`src/rtl/core/omrs_pkg.sv`:
```
// Shared constants, request codes and controller/datapath handshake types
// for the ordered multiset rank/select unit. No dependencies.
package omrs_pkg;

  localparam int DISTINCT_CAP = 1024;
  localparam int COUNT_BITS   = 20;
  localparam int AW           = $clog2(DISTINCT_CAP);
  localparam int UW           = $clog2(DISTINCT_CAP + 1);
  localparam int SUM_W        = COUNT_BITS + 1;

  localparam logic [COUNT_BITS-1:0] COUNT_MAX = '1;
  localparam logic [COUNT_BITS-1:0] HELD_MAX  =
    (COUNT_BITS >= 31) ? COUNT_BITS'(32'h7FFF_FFFE) : COUNT_MAX;

  localparam logic [2:0] OP_INSERT = 3'd0;
  localparam logic [2:0] OP_DELETE = 3'd1;
  localparam logic [2:0] OP_RANK   = 3'd2;
  localparam logic [2:0] OP_KTH    = 3'd3;
  localparam logic [2:0] OP_PRED   = 3'd4;
  localparam logic [2:0] OP_SUCC   = 3'd5;

  localparam logic [1:0] ST_OK     = 2'd0;
  localparam logic [1:0] ST_FULL   = 2'd1;
  localparam logic [1:0] ST_ABSENT = 2'd2;
  localparam logic [1:0] ST_NONE   = 2'd3;

  typedef struct packed {
    logic start;
    logic scan_go;
    logic up_init;
    logic up_go;
    logic dn_init;
    logic dn_go;
    logic commit;
    logic finish;
  } cmd_t;

  typedef struct packed {
    logic scan_idle;
    logic up_idle;
    logic need_up;
    logic need_dn;
    logic need_commit;
  } sts_t;

endpackage

```
`src/rtl/core/omrs_ctrl.sv`:
```
// Controller: sequences scan, shift, commit and response phases of a
// request and drives the channel handshakes. Depends on omrs_pkg.
module omrs_ctrl (
  input  logic           clk,
  input  logic           rst,
  input  logic           in_valid,
  output logic           in_ready,
  output logic           out_valid,
  input  logic           out_ready,
  input  omrs_pkg::sts_t sts,
  output omrs_pkg::cmd_t cmd
);
  import omrs_pkg::*;

  typedef enum logic [2:0] {S_IDLE, S_SCAN, S_DECIDE, S_UP, S_DN, S_COMMIT, S_FIN}
    state_t;

  state_t state;
  logic   out_free;

  assign in_ready = (state == S_IDLE);
  assign out_free = !out_valid || out_ready;

  always_comb begin
    cmd = '0;
    case (state)
      S_IDLE:   cmd.start = in_valid;
      S_SCAN:   cmd.scan_go = 1'b1;
      S_DECIDE: begin
        cmd.up_init = sts.need_up;
        cmd.dn_init = sts.need_dn;
      end
      S_UP:     cmd.up_go = 1'b1;
      S_DN:     cmd.dn_go = 1'b1;
      S_COMMIT: cmd.commit = 1'b1;
      S_FIN:    cmd.finish = out_free;
      default:  cmd = '0;
    endcase
  end

  always_ff @(posedge clk) begin
    if (rst) begin
      state     <= S_IDLE;
      out_valid <= 1'b0;
    end else begin
      if (out_valid && out_ready) begin
        out_valid <= 1'b0;
      end
      case (state)
        S_IDLE: begin
          if (in_valid) state <= S_SCAN;
        end
        S_SCAN: begin
          if (sts.scan_idle) state <= S_DECIDE;
        end
        S_DECIDE: begin
          if (sts.need_up) begin
            state <= S_UP;
          end else if (sts.need_dn) begin
            state <= S_DN;
          end else if (sts.need_commit) begin
            state <= S_COMMIT;
          end else begin
            state <= S_FIN;
          end
        end
        S_UP: begin
          if (sts.up_idle) state <= S_COMMIT;
        end
        S_DN: begin
          if (sts.scan_idle) state <= S_COMMIT;
        end
        S_COMMIT: state <= S_FIN;
        S_FIN: begin
          if (out_free) begin
            out_valid <= 1'b1;
            state     <= S_IDLE;
          end
        end
        default: state <= S_IDLE;
      endcase
    end
  end

  a_one_phase: assert property (@(posedge clk) disable iff (rst)
    $onehot0({cmd.scan_go, cmd.up_go, cmd.dn_go, cmd.commit, cmd.finish}))
    else $error("overlapping phase commands");
  a_fin_valid: assert property (@(posedge clk) disable iff (rst)
    cmd.finish |=> out_valid) else $error("finished response not presented");
  a_busy_noaccept: assert property (@(posedge clk) disable iff (rst)
    cmd.start |=> !in_ready) else $error("second request taken while busy");

endmodule

```
`config.mk`:
```
export PLATFORM = sky130hd
export DESIGN_NAME = omrs_ctrl
export DESIGN_NICKNAME = d
export VERILOG_FILES = /design/src/rtl/core/omrs_pkg.sv /design/src/rtl/core/omrs_ctrl.sv
export SDC_FILE = /design/constraint.sdc
export NUM_CORES = 1
export LEC_CHECK = 0
export BUFFER_PORTS_ARGS = -buffer_cell sky130_fd_sc_hd__buf_2
export CAP_MARGIN = 20
export CORE_AREA = 5 5 42 44
export DETAILED_ROUTE_END_ITERATION = 12
export DIE_AREA = 0 0 47 49
export GPL_TIMING_DRIVEN = 0
export PLACE_DENSITY = 0.49
export SLEW_MARGIN = 30
export SYNTH_ARGS = -nofsm -noshare
export SYNTH_HDL_FRONTEND = slang
export SYNTH_SLANG_ARGS = --single-unit
```
`constraint.sdc`:
```
create_clock -name clk -period 1.3 [get_ports clk]
set_input_delay 0.065 -clock clk [delete_from_list [all_inputs] [get_ports clk]]
set_output_delay 0.065 -clock clk [all_outputs]
set_load 0.01 [all_outputs]
```
==> results.rst, run 1 <==
.. list-table::
   :header-rows: 1

   * - Metric
     - Value
   * - Outcome
     - completed
   * - Maximum Capacitance Violations
     - 0
   * - Number of clock sinks
     - 4
   * - Slew Limit Fails
     - 0
   * - Adder and majority cell fraction of the synthesized area
     - 0%
   * - Final HPWL from detailed placement
     - 684 µm
   * - Hold WS
     - 0.0439 ns
   * - CP max FO
     - 6
   * - Relative contribution of combinational cells to total power
     - 46.9%
   * - Die boundary height
     - 49 µm
   * - Worst slack, placed
     - -0.0280 ns
   * - Routed vias/inst
     - 4.90
   * - Summed instance area of the synthesized netlist
     - 333 µm²
   * - Worst clock skew
     - 0.00249 ns
   * - H-tree Lvls
     - 1
   * - Relative contribution of the clock network to total power
     - 26.5%
   * - Max Fclk
     - 794 MHz
   * - Sequential Power Share
     - 26.5%
   * - Unrepaired setup endpoints after global routing
     - true
   * - CTS tree
     - yes
   * - Clock period minus final worst setup slack
     - 1.26 ns
   * - Number of I/O port buffers
     - 18
   * - Crit path from
     - state[2]$_SDFFE_PP0P_
   * - Syn Inst Count
     - 39
   * - Worst setup path class
     - flip-flop to flip-flop
   * - Max-Slew Margin vs Limit
     - 73.0%
   * - Slew at the pin with the worst max-slew slack
     - 0.405 ns
   * - Total number of vias
     - 377
   * - Number of buffers on the longest clock path
     - 2
   * - Post-route clock period utilization
     - 96.9%
   * - Origin of the worst min-delay path
     - rst
   * - Width of the chip
     - 47 µm
   * - Startpoint kind of the worst setup timing path
     - flip-flop
   * - Switching part of the total
     - 35.0%
   * - Dominant combinational cell family by area after synthesis
     - simple AND/OR/NAND/NOR gates
   * - Power density of the placed cells
     - 1210 mW/mm²
   * - Complex-gate fraction of the synthesized area
     - 19.5%
   * - Number of optimization iterations in the first detailed-route pass
     - 1
   * - GRT Residual Overflow
     - 0
   * - Worst skew pair latency
     - 0.24 ns
   * - Effective utilization at floorplan
     - 23.7%
   * - Ratio of cells with drive above 1 in the final layout
     - 59.0%
   * - Routed len/inst
     - 12.0 µm
   * - Finish-stage setup viols
     - 0
   * - Initial antenna violation count
     - 0
   * - Endpoints failing hold
     - 0
   * - Clock transition at path regs
     - 0.04 ns
   * - XOR/XNOR share of the synthesized area
     - 0%
   * - Number of flops mapped to enable cells by yosys
     - 0
   * - Core Box Area
     - 0.00140 mm²
   * - # IOs
     - 19
   * - Cell type with the highest aggregate area in the netlist
     - dfxtp_1
   * - Distinct cell type count of the synthesized netlist
     - 28
   * - Cell row count
     - 14
   * - First-pass GRT wire length
     - 1510 µm
   * - Critical R2R Launch
     - state[2]$_SDFFE_PP0P_
   * - Nets in the synthesized netlist
     - 48
   * - Iteration-0 DRC count of the detailed router
     - 0
   * - Clock tree root driver cell
     - clkbuf_4
   * - Clock buffer count from CTS
     - 3
   * - Total number of nets in the final design
     - 72
   * - Largest net degree at the start of global routing
     - 11
   * - Async set or reset register ratio after synthesis
     - 0%
   * - Average cell area after synthesis
     - 8.53 µm²
   * - Data required time of the worst path
     - 1.45 ns
   * - Final WL
     - 927 µm
   * - Number of filler cells placed in the layout
     - 164
   * - Critical Path Sink Type
     - flip-flop
   * - Ys flop type
     - dfxtp_1
   * - Total routing usage reported by global routing
     - 9.08%
   * - Internal power of the cells
     - 0.393 mW
   * - Synthesized-area fraction occupied by and/or/nand/nor cells
     - 45.5%
   * - ANT nets after route
     - 0
   * - Cell with the most instances after synthesis
     - dfxtp_1
   * - Top post-synthesis cells by area
     - dfxtp_1 24%, and3b_1 5.3%, buf_4 4.5%, nor3b_1 4.5%, and2_1 3.8%
   * - Number of global-route vias before repair
     - 370
   * - Worst EP arrival
     - 1.41 ns
   * - Leading cell types by count after synthesis
     - 4 x dfxtp_1, 3 x nor2_1
   * - Switching component of the power
     - 0.212 mW
   * - VDD IR-drop max
     - 433 µV
   * - LEAKAGE
     - 0.235 nW
   * - Die ar.
     - 0.00230 mm²
   * - Number of warnings issued by yosys
     - 0
   * - Ant. Diodes
     - 0
   * - Area growth, synth to finish
     - 50.8%
   * - Worst min path class
     - primary input to flip-flop
   * - Number of register bits inferred by synthesis
     - 4
   * - Remaining routing DRC violations
     - 0
   * - Part of the Yosys area used for sequential elements
     - 24.1%
   * - Multiplexer share of the synthesized area
     - 3.01%
   * - Final estimated routing congestion in global placement
     - 0.653
   * - Fraction of synthesized cell area taken by the top area cell type
     - 24.1%
   * - Post-route worst setup slack
     - 0.0407 ns
   * - Cts hold-fix bufs
     - 0
[power by group through the flow]
stage / Clock [mW] / Sequential (mW) / Combinational (mW)
finish: 0.161 / 0.161 / 0.284
global placement: 0 / 0.159 / 0.253
CTS: 0.161 / 0.160 / 0.272
floorplan: 0 / 0.154 / 0.175
detailed placement: 0 / 0.160 / 0.254
global route: 0.183 / 0.163 / 0.310
[logic make-up after synthesis]
kind of cell | Yosys count
compound gates | 9
mux | 1
flops | 4
simple gates | 22
buf+inv | 3
[metal layers]
| layer | share of wire [%] | wire length, µm | GRT usage [%] | vias to the layer above |
|---|---|---|---|---|
| li1 | - | - | - | 191 |
| met1 | 44 | 412 | 10.3 | 171 |
| met2 | 49 | 451 | 13.1 | 11 |
| met3 | 4.2 | 39 | 3.32 | 4 |
| met4 | 2.5 | 23 | 6.91 | 0 |
| met5 | 0 | 0 | 0 | - |
[timing repair]
item | 4_1_cts | 5_1_grt
buffers inserted | 1 | 0
setup endpoints to repair | 2 | 5
pin swaps | 2 | 4
resized for setup | 3 | 5
hold endpoints to repair | 0 | 0
[final timing paths]
| kind | endpoint | slack (ns) | cells past startpoint |
|---|---|---|---|
| max | state[1]$_SDFFE_PP0P_ | 0.04 | 5 |
| min | state[0]$_SDFFE_PP0P_ | 0.04 | 2 |
| max reg2reg | state[1]$_SDFFE_PP0P_ | 0.04 | 5 |
| min reg2reg | out_valid$_SDFF_PP0_ | 0.58 | 2 |
[sequential cells by signal (all words and copies together), names as in the netlist]
signal,flops
state,3
out_valid,1
[layout make-up]
cell class	count	area, µm²	area share [%]
flip-flops and latches	4	82.6	16.5
well taps	16	20.0	3.99
clock buffers	3	22.5	4.49
repair buffers	19	97.6	19.5
multi-input cells	32	253	50.4
plain buffers	3	26.3	5.24
[metrics by stage]
step | instance area [µm²] | instances | power [mW] | setup TNS, ns | util, %
4_1_cts | 484 | 77 | 0.593 | -0.0171 | 34.6
3_3_place_gp | 443 | 73 | 0.413 | -0.0358 | 31.6
6_report | 502 | 77 | 0.606 | 0 | 35.8
2_1_floorplan | 333 | 39 | 0.330 | 0 | -
5_1_grt | 502 | 77 | 0.657 | -0.0855 | 35.8
3_5_place_dp | 443 | 73 | 0.415 | -0.0280 | 31.6
[worst max-delay path: stages (launching register included)]
cell,delay (ns)
dfxtp_2,0.31
buf_6,0.12
mux2i_2,0.22
nor2_1,0.06
o221a_1,0.22
nor4_2,0.23
[cells in the final DEF, fill, tap and decap left out, types with 2 or more instances in the layout]
cell | netlist | layout
clkbuf_4 | 0 | 3
nor2b_1 | 2 | 2
o21ai_0 | 2 | 2
and3b_1 | 2 | 2
buf_2 | 0 | 18
nor2_1 | 3 | 3
dfxtp_1 | 4 | 2
buf_4 | 2 | 3
dfxtp_2 | 0 | 2
and2_1 | 2 | 2
No activity file was read; power rests on OpenSTA's default activity.
==> run 2: changes to the inputs <==
CTS_BUF_LIST = sky130_fd_sc_hd__clkbuf_8   (was not set)
==> results.rst, run 2 (synthesis gave the netlist of run 1 again) <==
.. list-table::
   :header-rows: 1

   * - Metric
     - Value
   * - Outcome
     - completed
   * - Initial antenna violation count
     - 0 (unchanged)
   * - Worst min path class
     - primary input to flip-flop
   * - Total number of vias
     - 372 (-1.3%)
   * - Power density of the placed cells
     - 1350 mW/mm² (+12%)
   * - Worst clock skew
     - 0.000383 ns (-0.00211 ns)
   * - Crit path from
     - state[0]$_SDFFE_PP0P_
   * - Post-route worst setup slack
     - 0.0319 ns (-0.00878 ns)
   * - Number of buffers on the longest clock path
     - 2 (unchanged)
   * - Origin of the worst min-delay path
     - rst
   * - Clock transition at path regs
     - 0.03 ns (about the same)
   * - Remaining routing DRC violations
     - 0 (unchanged)
   * - Placement-stage cell area
     - 443 µm² (unchanged)
   * - Flip-flop count of the largest register, all copies and words added
     - 3 (unchanged)
   * - Total number of nets in the final design
     - 72 (unchanged)
   * - H-tree Lvls
     - 1 (unchanged)
   * - Critical R2R Launch
     - state[0]$_SDFFE_PP0P_
   * - Worst slack, placed
     - -0.0280 ns (unchanged)
   * - Cts hold-fix bufs
     - 0 (unchanged)
   * - Post-route clock period utilization
     - 97.5% (+0.68 points)
   * - Routed len/inst
     - 11.8 µm (-1.6%)
   * - Effective utilization at floorplan
     - 23.7% (unchanged)
   * - Worst skew pair latency
     - 0.21 ns (-0.03 ns)
   * - Worst setup path class
     - flip-flop to flip-flop
   * - Final estimated routing congestion in global placement
     - 0.653 (unchanged)
   * - Core Box Area
     - 0.00140 mm² (unchanged)
   * - End of the worst register-to-register path
     - state[1]$_SDFFE_PP0P_
   * - Number of optimization iterations in the first detailed-route pass
     - 2 (+1)
   * - Ratio of cells with drive above 1 in the final layout
     - 59.0% (unchanged)
   * - Finish-stage setup viols
     - 0 (unchanged)
   * - Total routing usage reported by global routing
     - 8.80% (-0.28 points)
   * - Clock tree root driver cell
     - clkbuf_8
   * - Final std cell area, no fill
     - 520 µm² (+3.7%)
   * - Final HPWL from detailed placement
     - 684 µm (unchanged)
   * - Die ar.
     - 0.00230 mm² (unchanged)
   * - Critical Path Max Stage Delay
     - 0.44 ns (+0.13 ns)
   * - Iteration-0 DRC count of the detailed router
     - 2 (+2)
   * - Startpoint kind of the worst setup timing path
     - flip-flop
   * - Routed vias/inst
     - 4.83 (-1.3%)
   * - LEAKAGE
     - 0.242 nW (+3.1%)
   * - Most frequent cells in the layout
     - 18 x buf_2, 3 x buf_4, 3 x nor2_1, 3 x clkbuf_8
   * - Hold WS
     - 0.0767 ns (+0.0328 ns)
   * - GRT Residual Overflow
     - 0 (unchanged)
   * - Largest registers in the final layout
     - state (3), out_valid (1)
   * - Endpoints failing hold
     - 0 (unchanged)
   * - VDD IR-drop max
     - 475 µV (+9.6%)
   * - Post-route setup TNS
     - 0 ns (unchanged)
   * - Data required time of the worst path
     - 1.39 ns (-0.06 ns)
   * - Critical Path Sink Type
     - flip-flop
   * - Register with the highest flop count
     - state
   * - Endpoint of the worst setup timing path
     - state[1]$_SDFFE_PP0P_
   * - Die boundary height
     - 49 µm (unchanged)
   * - CP max FO
     - 9 (+3)
   * - Final WL
     - 912 µm (-1.6%)
   * - Number of global-route vias before repair
     - 382 (+3.2%)
   * - Crit path max-delay cell type
     - a2111oi_1
   * - Clock buffer count from CTS
     - 3 (unchanged)
   * - Inst Count DP
     - 73 (unchanged)
   * - CTS tree
     - yes
   * - Largest net degree at the start of global routing
     - 11 (unchanged)
   * - Slew Limit Fails
     - 0 (unchanged)
   * - Cell breakdown of the critical path
     - and2b_2 > a2111oi_1 > nor4_2
   * - Internal reg-to-reg setup slack
     - 0.03 ns (about the same)
   * - Clock period minus final worst setup slack
     - 1.27 ns (+0.00878 ns)
   * - First-pass GRT wire length
     - 1510 µm (unchanged)
   * - Ant. Diodes
     - 0 (unchanged)
   * - Number of clock sinks
     - 4 (unchanged)
   * - Maximum Capacitance Violations
     - 0 (unchanged)
   * - Unrepaired setup endpoints after global routing
     - true
   * - Number of standard cells in the layout, taps in and fillers out
     - 77 (unchanged)
   * - # IOs
     - 19 (unchanged)
   * - Width of the chip
     - 47 µm (unchanged)
   * - Cell row count
     - 14 (unchanged)
   * - Most common library cell in the layout ignoring fill and taps
     - buf_2
   * - Number of I/O port buffers
     - 18 (unchanged)
   * - Hold-critical path depth
     - 2 (unchanged)
   * - Area growth, synth to finish
     - 56.4%
   * - Max-Slew Margin vs Limit
     - 71.8% (-1.2 points)
   * - ANT nets after route
     - 0 (unchanged)
   * - Max Fclk
     - 789 MHz (-0.69%)
   * - Slew at the pin with the worst max-slew slack
     - 0.422 ns (+0.0177 ns)
   * - Worst EP arrival
     - 1.35 ns (-0.06 ns)
   * - Cells on worst reg2reg path
     - 3 (-2)
## run 2: repair_timing
item | CTS | global route
endpoints found under the setup margin | 1 | 4
resized for setup | 4 | 4
buffers inserted | 1 | 0
gates cloned | 0 | 0
pin swaps | 3 | 4
## run 2: per-layer routing
| layer | up-vias | routed length [µm] | global-route usage, % |
|---|---|---|---|
| met3 | 2 | 29 | 1.11 |
| li1 | 190 | - | - |
| met4 | 0 | 10 | 6.91 |
| met2 | 9 | 462 | 13.3 |
| met5 | - | 0 | 0 |
| met1 | 171 | 410 | 10.5 |
## run 2: worst min-delay path by stage
stage | to | slack [ns]
floorplan | out_valid$_SDFF_PP0_ | 0.13
global placement | out_valid$_SDFF_PP0_ | 0.29
detailed placement | out_valid$_SDFF_PP0_ | 0.29
CTS | state[2]$_SDFFE_PP0P_ | 0.06
global route | out_valid$_SDFF_PP0_ | 0.08
finish | state[2]$_SDFFE_PP0P_ | 0.08
## run 2: where the power goes
part	switching, mW	internal, mW	total, mW
sequential	0.0180	0.143	0.161
combinational	0.138	0.147	0.285
clock	0.0608	0.197	0.258
total	0.217	0.487	0.704
## run 2: layout make-up
class	instances	area [µm²]
Fill cell	158	881
Multi-Input combinational cell	32	253
Sequential cell	4	82.6
Clock buffer	3	41.3
Timing Repair Buffer	19	97.6
Buffer	3	26.3
Tap cell	16	20.0
## run 2: per-stage QoR
step	util [%]	power (mW)
5_1_grt	37.1	0.754
3_5_place_dp	31.6	0.415
2_1_floorplan	-	0.330
6_report	37.1	0.704
4_1_cts	36.0	0.699
3_3_place_gp	31.6	0.413
## run 2: worst max-delay path: cells and delay by family (launching register included)
kind / cells / cell delay (ns)
AO/OA/AOI/OAI: 1 / 0.44
flip-flops: 1 / 0.39
AND/OR/NAND/NOR: 2 / 0.32
==> run 3: changes to the inputs <==
CORE_AREA = 2 2 39 41   (was 5 5 42 44)
DIE_AREA = 0 0 41 43   (was 0 0 47 49)
PLACE_DENSITY = 0.52   (was 0.49)
==> results.rst, run 3 (synthesis gave the netlist of run 1 again) <==
.. list-table::
   :header-rows: 1

   * - Metric
     - Value
   * - Width of the chip
     - 41 µm (-13%)
   * - Number of global-route vias before repair
     - 317 (-17%)
   * - Total number of nets in the final design
     - 72 (unchanged)
   * - Number of I/O port buffers
     - 18 (unchanged)
   * - Critical Path Max Stage Delay
     - 0.32 ns (-0.12 ns)
   * - Die ar.
     - 0.00176 mm² (-23%)
   * - Cell breakdown of the critical path
     - buf_6 > mux2i_2 > nor2_1 > o221a_1 > nor4_2
   * - Final estimated routing congestion in global placement
     - 0.716 (+9.6%)
   * - Cell family with the largest share of critical-path delay
     - simple AND/OR/NAND/NOR gates
   * - Finish-stage setup viols
     - 1 (+1)
   * - Routed vias/inst
     - 4.82 (-0.27%)
   * - ANT nets after route
     - 0 (unchanged)
   * - Origin of the worst min-delay path
     - rst
   * - Critical R2R Launch
     - state[2]$_SDFFE_PP0P_
   * - Outcome
     - finished, violations left
   * - Clock period minus final worst setup slack
     - 1.32 ns (+0.0508 ns)
   * - Relative contribution of combinational cells to total power
     - 39.0% (-1.5 points)
   * - Hold-critical path depth
     - 2 (unchanged)
   * - Iteration-0 DRC count of the detailed router
     - 1 (-1)
   * - Clock tree root driver cell
     - clkbuf_8
   * - CTS tree
     - yes
   * - Flip-flop count of the largest register, all copies and words added
     - 3 (unchanged)
   * - Final HPWL from detailed placement
     - 576 µm (-16%)
   * - Area growth, synth to finish
     - 52.6%
   * - Violations in the final reports
     - negative setup slack
   * - Endpoints failing hold
     - 0 (unchanged)
   * - Inst Count DP
     - 73 (unchanged)
   * - Maximum Capacitance Violations
     - 0 (unchanged)
   * - Post-route worst setup slack
     - -0.0189 ns (-0.0508 ns)
   * - Post-route clock period utilization
     - 101% (+3.9 points)
   * - Most frequent cells in the layout
     - 19 x buf_2, 3 x nor2_1, 3 x clkbuf_8
   * - Worst clock skew
     - 0.00134 ns (+0.000956 ns)
   * - VDD IR-drop max
     - 369 µV (-22%)
   * - Worst Path Buf+Inv
     - 1 (+1)
   * - H-tree Lvls
     - 1 (unchanged)
   * - Crit path max-delay cell type
     - dfxtp_2
   * - Number of standard cells in the layout, taps in and fillers out
     - 77 (unchanged)
   * - # IOs
     - 19 (unchanged)
   * - Internal reg-to-reg setup slack
     - -0.02 ns (-0.05 ns)
   * - Remaining routing DRC violations
     - 0 (unchanged)
   * - Clock transition at path regs
     - 0.03 ns (about the same)
   * - Number of optimization iterations in the first detailed-route pass
     - 2 (unchanged)
   * - Slew Limit Fails
     - 0 (unchanged)
   * - Largest registers in the final layout
     - state (3), out_valid (1)
   * - LEAKAGE
     - 0.238 nW (-1.6%)
   * - Number of buffers on the longest clock path
     - 2 (unchanged)
   * - Total routing usage reported by global routing
     - 11.0% (+2.2 points)
   * - CP max FO
     - 5 (-4)
   * - Max-Slew Margin vs Limit
     - 71.1% (-0.68 points)
   * - Ant. Diodes
     - 0 (unchanged)
   * - Final WL
     - 857 µm (-6.0%)
   * - Initial antenna violation count
     - 0 (unchanged)
   * - Worst EP arrival
     - 1.44 ns (+0.09 ns)
   * - Switching component of the power
     - 0.210 mW (-3.1%)
   * - Largest net degree at the start of global routing
     - 11 (unchanged)
   * - Cts hold-fix bufs
     - 0 (unchanged)
   * - Worst skew pair latency
     - 0.21 ns (about the same)
   * - Core Box Area
     - 0.00138 mm² (-1.2%)
   * - Effective utilization at floorplan
     - 24.1% (+0.30 points)
   * - Data required time of the worst path
     - 1.42 ns (+0.03 ns)
   * - Power density of the placed cells
     - 1360 mW/mm² (+0.41%)
   * - Sequential Power Share
     - 23.7% (+0.8 points)
   * - Cell row count
     - 14 (unchanged)
   * - Max Fclk
     - 758 MHz (-3.9%)
   * - Levels on crit path
     - 5 (+2)
   * - Cells on worst reg2reg path
     - 5 (+2)
   * - Number of clock sinks
     - 4 (unchanged)
   * - Routed len/inst
     - 11.1 µm (-6.0%)
   * - Worst min path class
     - primary input to flip-flop
   * - Slew at the pin with the worst max-slew slack
     - 0.432 ns (+0.0102 ns)
   * - Most common library cell in the layout ignoring fill and taps
     - buf_2
   * - Internal power of the cells
     - 0.480 mW (-1.5%)
   * - Worst hold path endpoint
     - state[0]$_SDFFE_PP0P_
   * - Die boundary height
     - 43 µm (-12%)
   * - End of the worst register-to-register path
     - state[1]$_SDFFE_PP0P_
   * - Startpoint kind of the worst setup timing path
     - flip-flop
   * - Critical Path Sink Type
     - flip-flop
   * - Clock buffer count from CTS
     - 3 (unchanged)
   * - Buffers inserted by post-CTS timing repair
     - 0 (-1)
   * - Total number of vias
     - 371 (-0.27%)
   * - GRT Residual Overflow
     - 0 (unchanged)
   * - Relative contribution of the clock network to total power
     - 37.3% (+0.7 points)
   * - Worst slack, placed
     - 0.0163 ns (+0.0442 ns)
   * - Ratio of cells with drive above 1 in the final layout
     - 55.7% (-3.3 points)
   * - Unrepaired setup endpoints after global routing
     - true
   * - Worst setup path class
     - flip-flop to flip-flop
   * - Number of gates resized after cts
     - 0 (-4)
   * - Switching part of the total
     - 30.5% (-0.35 points)
   * - Register with the highest flop count
     - state
   * - First-pass GRT wire length
     - 1290 µm (-15%)
-- run 3: cell counts in the layout (fill, tap and decap cells not counted) --
No cell type changed its count.
-- run 3: per-stage QoR --
stage               power (mW)  hold WS, ns  utilization [%]  setup TNS (ns)  instance area (µm²)
finish                   0.690       0.0808             36.7         -0.0189                  508
global route             0.746       0.0975             36.7          -0.211                  508
CTS                      0.669       0.0656             35.0               0                  484
detailed placement       0.408        0.288             32.0               0                  443
global placement         0.409        0.292             32.0         -0.0202                  443
floorplan                0.330        0.134                -               0                  333
-- run 3: power by group through the flow --
| stage | clock (mW) | combinational (mW) | sequential (mW) |
|---|---|---|---|
| final | 0.257 | 0.269 | 0.164 |
| after floorplan | 0 | 0.175 | 0.154 |
| after global routing | 0.276 | 0.304 | 0.167 |
| after detailed placement | 0 | 0.248 | 0.160 |
| after CTS | 0.261 | 0.249 | 0.159 |
| after global placement | 0 | 0.249 | 0.160 |
-- run 3: routing by layer --
layer	global-route usage, %	vias up	share of wire [%]
met3	4.71	2	4.1
li1	-	190	-
met2	13.8	11	47
met4	6.00	0	1.4
met1	15.3	168	47
met5	0	-	0
-- run 3: worst max-delay path by stage --
stage          slack (ns)                  start               endpoint
2_1_floorplan        0.03  state[1]$_SDFFE_PP0P_  state[0]$_SDFFE_PP0P_
3_3_place_gp        -0.02  state[0]$_SDFFE_PP0P_  state[1]$_SDFFE_PP0P_
3_5_place_dp         0.02  state[0]$_SDFFE_PP0P_  state[1]$_SDFFE_PP0P_
4_1_cts             0.007  state[2]$_SDFFE_PP0P_  state[1]$_SDFFE_PP0P_
5_1_grt             -0.14  state[2]$_SDFFE_PP0P_  state[1]$_SDFFE_PP0P_
6_report            -0.02  state[2]$_SDFFE_PP0P_  state[1]$_SDFFE_PP0P_
-- run 3: final cells by class --
class / count / area [µm²]
Buffer: 3 / 26.3
Sequential cell: 4 / 82.6
Multi-Input combinational cell: 32 / 243
Clock buffer: 3 / 41.3
Tap cell: 16 / 20.0
Timing Repair Buffer: 19 / 95.1
Fill cell: 150 / 876
